<file path="src/sv/pcesl_pkg.sv">
// Package for the pulse channel envelope/sweep/length core.
// Holds item types, opcodes, channel state and the length lookup table.
// No dependencies.
`timescale 1ns / 1ps
`default_nettype none

package pcesl_pkg;

  localparam int LENGTH_TABLE_DEPTH = 32;
  localparam int LenIdxW = $clog2(LENGTH_TABLE_DEPTH);

  localparam logic [11:0] PERIOD_MAX = 12'h7FF;
  localparam logic [11:0] PERIOD_MIN = 12'd8;
  localparam logic [3:0]  DECAY_TOP  = 4'd15;

  typedef enum logic [2:0] {
    OP_CONTROL = 3'd0,
    OP_SWEEP   = 3'd1,
    OP_TIMER_LO = 3'd2,
    OP_TIMER_HI = 3'd3,
    OP_ENABLE  = 3'd4,
    OP_QUARTER = 3'd5,
    OP_HALF    = 3'd6,
    OP_NONE    = 3'd7
  } opcode_t;

  typedef struct packed {
    logic [2:0] opcode;
    logic [7:0] data;
  } in_item_t;

  typedef struct packed {
    logic [3:0]  volume;
    logic [3:0]  envelope_level;
    logic [11:0] timer_period;
    logic        length_active;
    logic [1:0]  duty_mode;
    logic        muted;
  } out_item_t;

  typedef struct packed {
    logic [1:0]  duty_sel;
    logic        loop_flag;
    logic        const_volume_flag;
    logic [3:0]  volume_reload;
    logic        env_start;
    logic [4:0]  env_divider;
    logic [3:0]  env_decay;
    logic        sweep_on;
    logic [3:0]  sweep_period;
    logic        sweep_negate;
    logic [2:0]  sweep_shift;
    logic [3:0]  sweep_divider;
    logic        sweep_reload;
    logic [11:0] period_reg;
    logic [7:0]  length_count;
    logic        channel_enabled;
  } chan_state_t;

  function automatic logic [7:0] length_lookup(input logic [LenIdxW-1:0] idx);
    logic [7:0] val;
    case (idx)
      5'd0:  val = 8'd10;   5'd1:  val = 8'd254;  5'd2:  val = 8'd20;
      5'd3:  val = 8'd2;    5'd4:  val = 8'd40;   5'd5:  val = 8'd4;
      5'd6:  val = 8'd80;   5'd7:  val = 8'd6;    5'd8:  val = 8'd160;
      5'd9:  val = 8'd8;    5'd10: val = 8'd60;   5'd11: val = 8'd10;
      5'd12: val = 8'd14;   5'd13: val = 8'd12;   5'd14: val = 8'd26;
      5'd15: val = 8'd14;   5'd16: val = 8'd12;   5'd17: val = 8'd16;
      5'd18: val = 8'd24;   5'd19: val = 8'd18;   5'd20: val = 8'd48;
      5'd21: val = 8'd20;   5'd22: val = 8'd96;   5'd23: val = 8'd22;
      5'd24: val = 8'd192;  5'd25: val = 8'd24;   5'd26: val = 8'd72;
      5'd27: val = 8'd26;   5'd28: val = 8'd16;   5'd29: val = 8'd28;
      5'd30: val = 8'd32;   default: val = 8'd30;
    endcase
    return val;
  endfunction

  function automatic logic period_muted(input logic [11:0] p);
    return (p > PERIOD_MAX) || (p < PERIOD_MIN);
  endfunction

endpackage

`default_nettype wire

</file>
<file path="src/sv/pcesl_step.sv">
// Next-state and result logic for one item of the pulse channel.
// Depends on pcesl_pkg.
`timescale 1ns / 1ps
`default_nettype none

module pcesl_step (
  input  var pcesl_pkg::chan_state_t cur,
  input  var pcesl_pkg::in_item_t    item,
  input  var logic                   is_first_pulse,
  output pcesl_pkg::chan_state_t     nxt,
  output pcesl_pkg::out_item_t       res
);
  import pcesl_pkg::*;

  logic [11:0] delta;
  logic [11:0] swept;
  logic        muted_now;

  // Sweep target from the current period
  always_comb begin
    delta = cur.period_reg >> cur.sweep_shift;
    if (cur.sweep_negate) begin
      swept = cur.period_reg - delta - {11'd0, is_first_pulse};
    end else begin
      swept = cur.period_reg + delta;
    end
  end

  always_comb begin
    nxt = cur;
    unique case (opcode_t'(item.opcode))
      OP_CONTROL: begin
        nxt.duty_sel          = item.data[7:6];
        nxt.loop_flag         = item.data[5];
        nxt.const_volume_flag = item.data[4];
        nxt.volume_reload     = item.data[3:0];
      end
      OP_SWEEP: begin
        nxt.sweep_on     = item.data[7];
        nxt.sweep_period = {1'b0, item.data[6:4]} + 4'd1;
        nxt.sweep_negate = item.data[3];
        nxt.sweep_shift  = item.data[2:0];
        nxt.sweep_reload = 1'b1;
      end
      OP_TIMER_LO: begin
        nxt.period_reg = {1'b0, cur.period_reg[10:8], item.data};
      end
      OP_TIMER_HI: begin
        nxt.period_reg = {1'b0, item.data[2:0], cur.period_reg[7:0]};
        if (cur.channel_enabled) begin
          nxt.length_count = length_lookup(item.data[7:3]);
        end
        nxt.env_start = 1'b1;
      end
      OP_ENABLE: begin
        nxt.channel_enabled = item.data[0];
        if (!item.data[0]) begin
          nxt.length_count = 8'd0;
        end
      end
      OP_QUARTER: begin
        if (cur.env_start) begin
          nxt.env_divider = {1'b0, cur.volume_reload} + 5'd1;
          nxt.env_decay   = DECAY_TOP;
          nxt.env_start   = 1'b0;
        end else if (cur.env_divider <= 5'd1) begin
          if (cur.loop_flag && cur.env_decay == 4'd0) begin
            nxt.env_decay = DECAY_TOP;
          end else if (cur.env_decay != 4'd0) begin
            nxt.env_decay = cur.env_decay - 4'd1;
          end
          nxt.env_divider = {1'b0, cur.volume_reload} + 5'd1;
        end else begin
          nxt.env_divider = cur.env_divider - 5'd1;
        end
      end
      OP_HALF: begin
        if (!cur.loop_flag && cur.length_count != 8'd0) begin
          nxt.length_count = cur.length_count - 8'd1;
        end
        if (cur.sweep_divider == 4'd0 && cur.sweep_on && !period_muted(cur.period_reg)) begin
          nxt.period_reg = swept;
        end
        if (cur.sweep_divider == 4'd0 || cur.sweep_reload) begin
          nxt.sweep_divider = cur.sweep_period;
          nxt.sweep_reload  = 1'b0;
        end else begin
          nxt.sweep_divider = cur.sweep_divider - 4'd1;
        end
      end
      default: begin
      end
    endcase
  end

  always_comb begin
    muted_now          = period_muted(nxt.period_reg);
    res.volume         = muted_now ? 4'd0 : nxt.volume_reload;
    res.envelope_level = nxt.env_decay;
    res.timer_period   = nxt.period_reg;
    res.length_active  = (nxt.length_count != 8'd0);
    res.duty_mode      = nxt.duty_sel;
    res.muted          = muted_now;
  end

endmodule

`default_nettype wire

</file>
<file path="src/sv/pulse_channel_envelope_sweep_length_core.sv">
// Top level of the pulse channel envelope/sweep/length core.
// Depends on pcesl_pkg and pcesl_step.
`timescale 1ns / 1ps
`default_nettype none

// Pulse channel of a sound chip: each input item is a register write
// (control, sweep, timer low, timer high with length index, enable) or a
// quarter/half frame clock, and each yields exactly one result item with
// volume, envelope level, period, length status, duty and mute flag after
// that item's update; the unused opcode changes nothing. An accepted item
// lands in an input register; one short combinational step computes the
// state update and result, captured in the output register, so the block
// sustains one item per clock while not stalled. The input side
// stalls only when the input register is full and the output register is
// full and stalled. cfg_write/cfg_data set the first-pulse flag (ones'
// complement sweep negation); write it only while the block is idle.
module pulse_channel_envelope_sweep_length_core (
  input  var logic                 clk,
  input  var logic                 rst,
  input  var logic                 cfg_write,
  input  var logic                 cfg_data,
  input  var logic                 in_valid,
  output logic                     in_stall,
  input  var pcesl_pkg::in_item_t  in_item,
  output logic                     out_valid,
  input  var logic                 out_stall,
  output pcesl_pkg::out_item_t     out_item
);
  import pcesl_pkg::*;

  logic        is_first_pulse;
  chan_state_t state;
  chan_state_t state_next;
  out_item_t   result;
  in_item_t    hold_item;
  logic        hold_valid;
  logic        advance;

  // Move the held item into the output register when that register is free
  // or is being drained this cycle.
  assign advance  = hold_valid && (!out_valid || !out_stall);
  assign in_stall = hold_valid && !advance;

  always_ff @(posedge clk) begin
    if (rst) begin
      is_first_pulse <= 1'b0;
    end else if (cfg_write) begin
      is_first_pulse <= cfg_data;
    end
  end

  // Input register: hold the accepted item until it can be processed.
  always_ff @(posedge clk) begin
    if (rst) begin
      hold_valid <= 1'b0;
    end else if (!in_stall) begin
      hold_valid <= in_valid;
    end
  end

  always_ff @(posedge clk) begin
    if (!in_stall && in_valid) begin
      hold_item <= in_item;
    end
  end

  pcesl_step u_step (
    .cur            (state),
    .item           (hold_item),
    .is_first_pulse (is_first_pulse),
    .nxt            (state_next),
    .res            (result)
  );

  // Channel state advances only as an item moves to the output register.
  // Everything resets to zero except the sweep period, which starts at one.
  always_ff @(posedge clk) begin
    if (rst) begin
      state <= '{sweep_period: 4'd1, default: '0};
    end else if (advance) begin
      state <= state_next;
    end
  end

  // Output register.
  always_ff @(posedge clk) begin
    if (rst) begin
      out_valid <= 1'b0;
    end else if (advance) begin
      out_valid <= 1'b1;
    end else if (!out_stall) begin
      out_valid <= 1'b0;
    end
  end

  always_ff @(posedge clk) begin
    if (advance) begin
      out_item <= result;
    end
  end

endmodule

`default_nettype wire

</file>
<file path="config.mk">
export PLATFORM = sky130hd
export DESIGN_NAME = pulse_channel_envelope_sweep_length_core
export DESIGN_NICKNAME = d
export VERILOG_FILES = /design/src/sv/pcesl_pkg.sv /design/src/sv/pcesl_step.sv /design/src/sv/pulse_channel_envelope_sweep_length_core.sv
export SDC_FILE = /design/constraint.sdc
export NUM_CORES = 1
export LEC_CHECK = 0
export BUFFER_PORTS_ARGS = -buffer_cell sky130_fd_sc_hd__buf_4
export CAP_MARGIN = 30
export CORE_MARGIN = 4
export CORE_UTILIZATION = 54
export DETAILED_ROUTE_END_ITERATION = 8
export MAX_ROUTING_LAYER = met4
export PLACE_DENSITY = 0.75
export SLEW_MARGIN = 20
export SYNTH_ARGS = -nofsm -noshare
export SYNTH_HDL_FRONTEND = slang
export SYNTH_SLANG_ARGS = --single-unit
</file>
<file path="constraint.sdc">
create_clock -name clk -period 4.3 [get_ports clk]
set_input_delay 0.86 -clock clk [delete_from_list [all_inputs] [get_ports clk]]
set_output_delay 0.86 -clock clk [all_outputs]
set_load 0.05 [all_outputs]
</file>
Word level (Yosys, flattened, before mapping)
Memories as Yosys holds them, arrays and structs flattened. A register that Yosys moved wholly into a read port is not among the register bits. Cells that the tools add are included.

Add/sub/neg operators: 9. Multipliers: 0. Div/mod/pow operators: 0. Magnitude comparators: 5. Equal/unequal tests: 8. Shift-type cells: 1. Multiplexer cells: 21. Bitwise logic cells: 0. Reductions and logical operators: 32.

Operators with widths (count): one-hot mux 12 bit (3 select lines) (1); 2-to-1 mux 8 bit (4); > comparator 12 x 11 -> 1 bit, second input constant (2); < comparator 12 x 4 -> 1 bit, second input constant (2); 2-to-1 mux 12 bit (2); one-hot mux 8 bit (3 select lines) (1); 2-to-1 mux 4 bit (5); nonzero test 8 bit (2); adder 12 bit (1); AND reduction 2 bit (6); >> shifter 12 x 3 -> 12 bit (1); subtractor 12 x 1 -> 12 bit (1); subtractor 12 bit (1); 2-to-1 mux 5 bit (2); equality test 3 bit, second input constant (3); 2-to-1 mux 9 bit (1); zero test 4 bit (2); subtractor 4 x 1 -> 4 bit, second input constant (2); subtractor 8 x 1 -> 8 bit, second input constant (1); logical AND 1 bit (7); equality test 3 x 2 -> 1 bit, second input constant (2); zero test 1 bit (6); adder 4 x 1 -> 5 bit, second input constant (1); less-or-equal comparator 5 x 1 -> 1 bit, second input constant (1); 11 further kinds (19).

Bits in registers: 91. Bits in latches: 0. RAM bits: 0. ROM bits: 224. Bits of input ports: 17. Output and inout port bits: 26. Word-level logic and storage cells: 104. Memories: 1.

Memory list: (no name shown) (depth 32, width 7, read ports 1, clocked after Yosys merged registers in 1, write ports 0, line pcesl_pkg.sv:62) `case (idx)`.

Depth between registers and ports, before layout
Word-level depth: 8. Mapped depth: 16. Mapped depth without buffers: 15.

Cells and area by module
Synthesis repeated with hierarchy kept, for this count alone.

Cell total of the unflattened synthesis: 875. Area, all modules: 7474.7 um2.

Modules (own cells, without submodules): pcesl_step (instances 1, cells each 597, area an instance 3870.0 um2, seq. area each 0.0 um2); pulse_channel_envelope_sweep_length_core (instances 1, cells each 278, area an instance 3604.7 um2, seq. area each 2172.1 um2).

Least setup slack after synthesis
No wires, ideal clock.

Kind: register -> register. From: register state[26] (netlist bit). To: register out_item[20] (netlist bit), data pin. Library setup time: 0.270 ns. Arrival time: 3.520 ns. Slack: 0.510 ns. Stages on the path, launching flop included: 14. Cells stage by stage: dfxtp_1 > clkbuf_1 > mux4_2 > mux2_2 > ha_1 > inv_1 > ha_1 > or4b_1 > o221ai_1 > a2111oi_0 > a2111oi_0 > and2_1 > and4_1 > a21oi_1.

Word-level cells in the longest chain between the ends: 8. Elaborated cells on any way between the ends: 10. Those cells by class: 3 x add/sub; 2 x order compare; 1 x shift; 3 x mux; 1 x reduce/logical.

RTL lines: start, declared (line pulse_channel_envelope_sweep_length_core.sv:32) `chan_state_t state;`; start signal, assigned (line pulse_channel_envelope_sweep_length_core.sv:81) `state <= state_next;`; >> shifter 12 x 3 -> 12 bit * (line pcesl_step.sv:21) `delta = cur.period_reg >> cur.sweep_shift;`; subtractor 12 bit (line pcesl_step.sv:23) `swept = cur.period_reg - delta - {11'd0, is_first_pulse};`; subtractor 12 x 1 -> 12 bit (line pcesl_step.sv:23); 2-to-1 mux 12 bit * (line pcesl_step.sv:22) `if (cur.sweep_negate) begin`; 2-to-1 mux 12 bit * (line pcesl_step.sv:81) `if (cur.sweep_divider == 4'd0 && cur.sweep_on && !period_muted(cur.period_reg)) begin`; one-hot mux 12 bit (3 select lines) * (line pcesl_step.sv:31) `unique case (opcode_t'(item.opcode))`; > comparator 12 x 11 -> 1 bit or < comparator 12 x 4 -> 1 bit (tied branches) (line pcesl_pkg.sv:79) `return (p > PERIOD_MAX) || (p < PERIOD_MIN);`; logical OR 1 bit * (line pcesl_pkg.sv:79); end signal, assigned (line pulse_channel_envelope_sweep_length_core.sv:98) `out_item <= result;`; end, declared (line pulse_channel_envelope_sweep_length_core.sv:27) `output pcesl_pkg::out_item_t out_item`.

Every way passes the cells marked *; elsewhere a longest branch is shown, timed or not. A chain may end at the register's enable or synchronous reset.

==> reports/results.txt <==
Max-Cap Viols - 0
global-route wire length before repair - 29,600 um
DP Wirelength - 13,500 um
n_diodes - 0
clock sink count - 97
Total Wirelength - 18,200 um
Synth async-reset ratio - 0
num rows - 40
Yosys reg bits - 97
Cell variety after synth - 75
die width - 119 um
Vias - 6,212
root buf cell - clkbuf_16
Initial Utilization - 0.554
status - finished clean
WHS - 0.486 ns
worst reg2reg path endpoint - out_item[0]
Max FO, Critical Path - 9
Bufs on Longest Clock Path - 2
Peak VDD IR - 260 uV
Iter 0 DRT Violations - 763
Final Max Tran Viols - 0
GPL Wtd Cong - 0.945
share of layout cells above drive strength 1 - 0.140
final setup vio count - 0
EDFF count, synth - 35
Syn. warnings - 0
worst relative slew slack - 0.404
most used cell, CP - ha_1
post-synthesis sequential area ratio - 0.341
final period utilization - 0.957
Worst-path clk slew - 0.07 ns
Mapped Area - 0.00671 mm^2
fin crit period - 4.12 ns
Max Clk Rate - 243 MHz
CP max stage cell - or4b_1
reg2reg path depth - 12
final hold vios - 0
arrival time worst endpoint - 4.21 ns
initial antenna violation count - 0
Die Y - 119 um
P per Cell Area - 325 mW/mm^2
CTS tree - built
Power, Total - 2.47 mW
die area - 0.0143 mm^2
H-tree levels - 3
commonest non-fill, non-tap cell in the layout - nor2_1
worst slew pin tran - 0.869 ns
hold buffer count at CTS - 0
vias in the first global route - 5,792
vias per inst - 6.14
gr usage total - 0.262
P&R area growth vs syn - 13.5%
Leak - 2.97 nW
Routed Antenna Nets - 0
Final #Nets - 903
worst-skew pair later-pin latency - 0.34 ns
Avg Inst Size Synth - 8.42 um^2
Routed WL per cell - 18.0 um
critical path's largest stage delay - 0.55 ns
CP endpoint - out_item[0]
reg2reg start - state[15]
Setup crit start kind - register
RSZ-0062 raised after global routing - false
# DRC - 0
WS Path Type - register to register
Inserted Clock Buffers - 9
Syn Nets - 862
Crit. Startpoint - state[15]
number of buffers inserted by port buffering - 42
commonest non-fill, non-tap cells in the layout - nor2_1 (83), nand2_1 (79), a21oi_1 (72)
I/O pin count - 43
min-delay worst type - register to register
clk_skew - 0.00599 ns
reg-to-reg setup timing slack - 0.18 ns
largest net degree at the start of global routing - 54
CP required - 4.40 ns
core area - 0.0121 mm^2
DR pass1 iterations - 5
Cells after Synth - 797
Worst setup EP type - register
GRT overflow - 0
cell chain of the critical path - mux4_2, mux2_2, ha_1, inv_1, ha_1, or4b_1, o22ai_2, o31a_1, mux2i_1, o221ai_1, nand2_1, a21o_1
predominant post-synthesis flop cell - dfxtp_1
worst min-delay path by stage:
| stage | from | endpoint | slack [ns] | cells after the start |
|---|---|---|---|---|
| after floorplan | state[51] | state[51] | 0.43 | 2 |
| after global placement | state[52] | state[52] | 0.44 | 2 |
| after detailed placement | state[34] | state[34] | 0.48 | 2 |
| after CTS | state[52] | state[52] | 0.49 | 2 |
| after global routing | state[52] | state[52] | 0.50 | 2 |
| final | state[52] | state[52] | 0.49 | 2 |
power by group:
group          internal, mW  total (mW)  switching [mW]
Clock                 0.510       0.843           0.333
Combinational         0.231       0.588           0.356
Sequential            0.997        1.04          0.0452
routing by layer:
metal | GRT usage | vias to the layer above | routed length (um)
li1 | - | 3002 | -
met2 | 0.390 | 241 | 8090
met3 | 0.0419 | 30 | 1140
met5 | - | - | 0
met4 | 0.0730 | 0 | 339
met1 | 0.371 | 2939 | 8630
cells by family (layout without fill, tap and decap cells):
family                     count (synthesis)  after routing  synth area share
muxes                                     45             45            0.0740
buffers and inverters                     93            139            0.0527
and+or+nand+nor                          277            277             0.200
adders and majority gates                 48             48            0.0928
xor gates and xnor gates                  11             11            0.0144
AOI/OAI and AO/OA                        226            226             0.224
DFF                                       97             97             0.341
area by class of cell:
cell class,instances,area [um^2]
Clock buffer,11,233
Fill cell,1043,4490
Sequential cell,97,2300
Timing Repair Buffer,63,473
Tap cell,168,210
Multi-Input combinational cell,607,4100
Inverter,60,225
Clock inverter,5,81.3
registers in the layout, summed over array words and instances (netlist names), named ones only:
| name | count |
|---|---|
| state | 52 |
| out_item | 24 |
| hold_item | 11 |
| hold_valid | 1 |
| is_first_pulse | 1 |
| out_valid | 1 |
repair_timing:
item / CTS / global route
pin swaps: 0 / 2
endpoints found under the hold margin: 0 / 0
cloned: 0 / 0
gates resized for setup: 1 / 9
endpoints found under the setup margin: 4 / 5
setup buffers: 0 / 1
critical path, delay by kind of cell, from the launching register on:
family / cells / cell delay, ns
AO/OA/AOI/OAI: 4 / 1.10
AND/OR/NAND/NOR: 2 / 0.72
flip-flops: 1 / 0.42
multiplexers: 3 / 0.93
buffers and inverters: 1 / 0.10
adder cells (fa/ha/maj): 2 / 0.61
synth_stat cells (4+ instances only):
master,number,area share
ha_1,45,0.084
nand3_1,27,0.020
buf_1,4,0.0022
nor2_1,83,0.046
a31oi_1,7,0.0065
a2111oi_0,4,0.0052
nor2b_1,9,0.0084
edfxtp_1,35,0.16
o21ai_0,36,0.027
nand2b_1,8,0.0075
and2_1,4,0.0037
inv_1,60,0.034
dfxtp_1,62,0.18
mux2i_1,26,0.039
a211oi_1,18,0.020
clkbuf_1,25,0.014
buf_2,4,0.0030
nor4_1,7,0.0065
nor3_1,20,0.015
a22oi_1,6,0.0067
a21oi_1,72,0.054
a21o_1,4,0.0045
mux2_2,17,0.029
o221ai_1,5,0.0065
nor3b_1,4,0.0045
nand2_1,79,0.044
o211ai_1,10,0.011
nand3b_1,8,0.0089
a311oi_1,5,0.0065
o21a_1,13,0.015
xnor2_1,10,0.013
metrics by stage:
| step | std cells | setup TNS [ns] | area (um^2) | utilization | worst slack, ns |
|---|---|---|---|---|---|
| finish | 1011 | 0 | 7620 | 0.629 | 0.185 |
| global route | 1011 | 0 | 7620 | 0.629 | 0.00290 |
| CTS | 1010 | 0 | 7580 | 0.626 | 0.0940 |
| detailed placement | 994 | -0.187 | 7270 | 0.600 | -0.0633 |
| global placement | 994 | 0 | 7270 | 0.600 | 0.134 |
| floorplan | 797 | 0 | 6710 | - | 0.510 |
No activity file was read; power rests on OpenSTA's default activity.
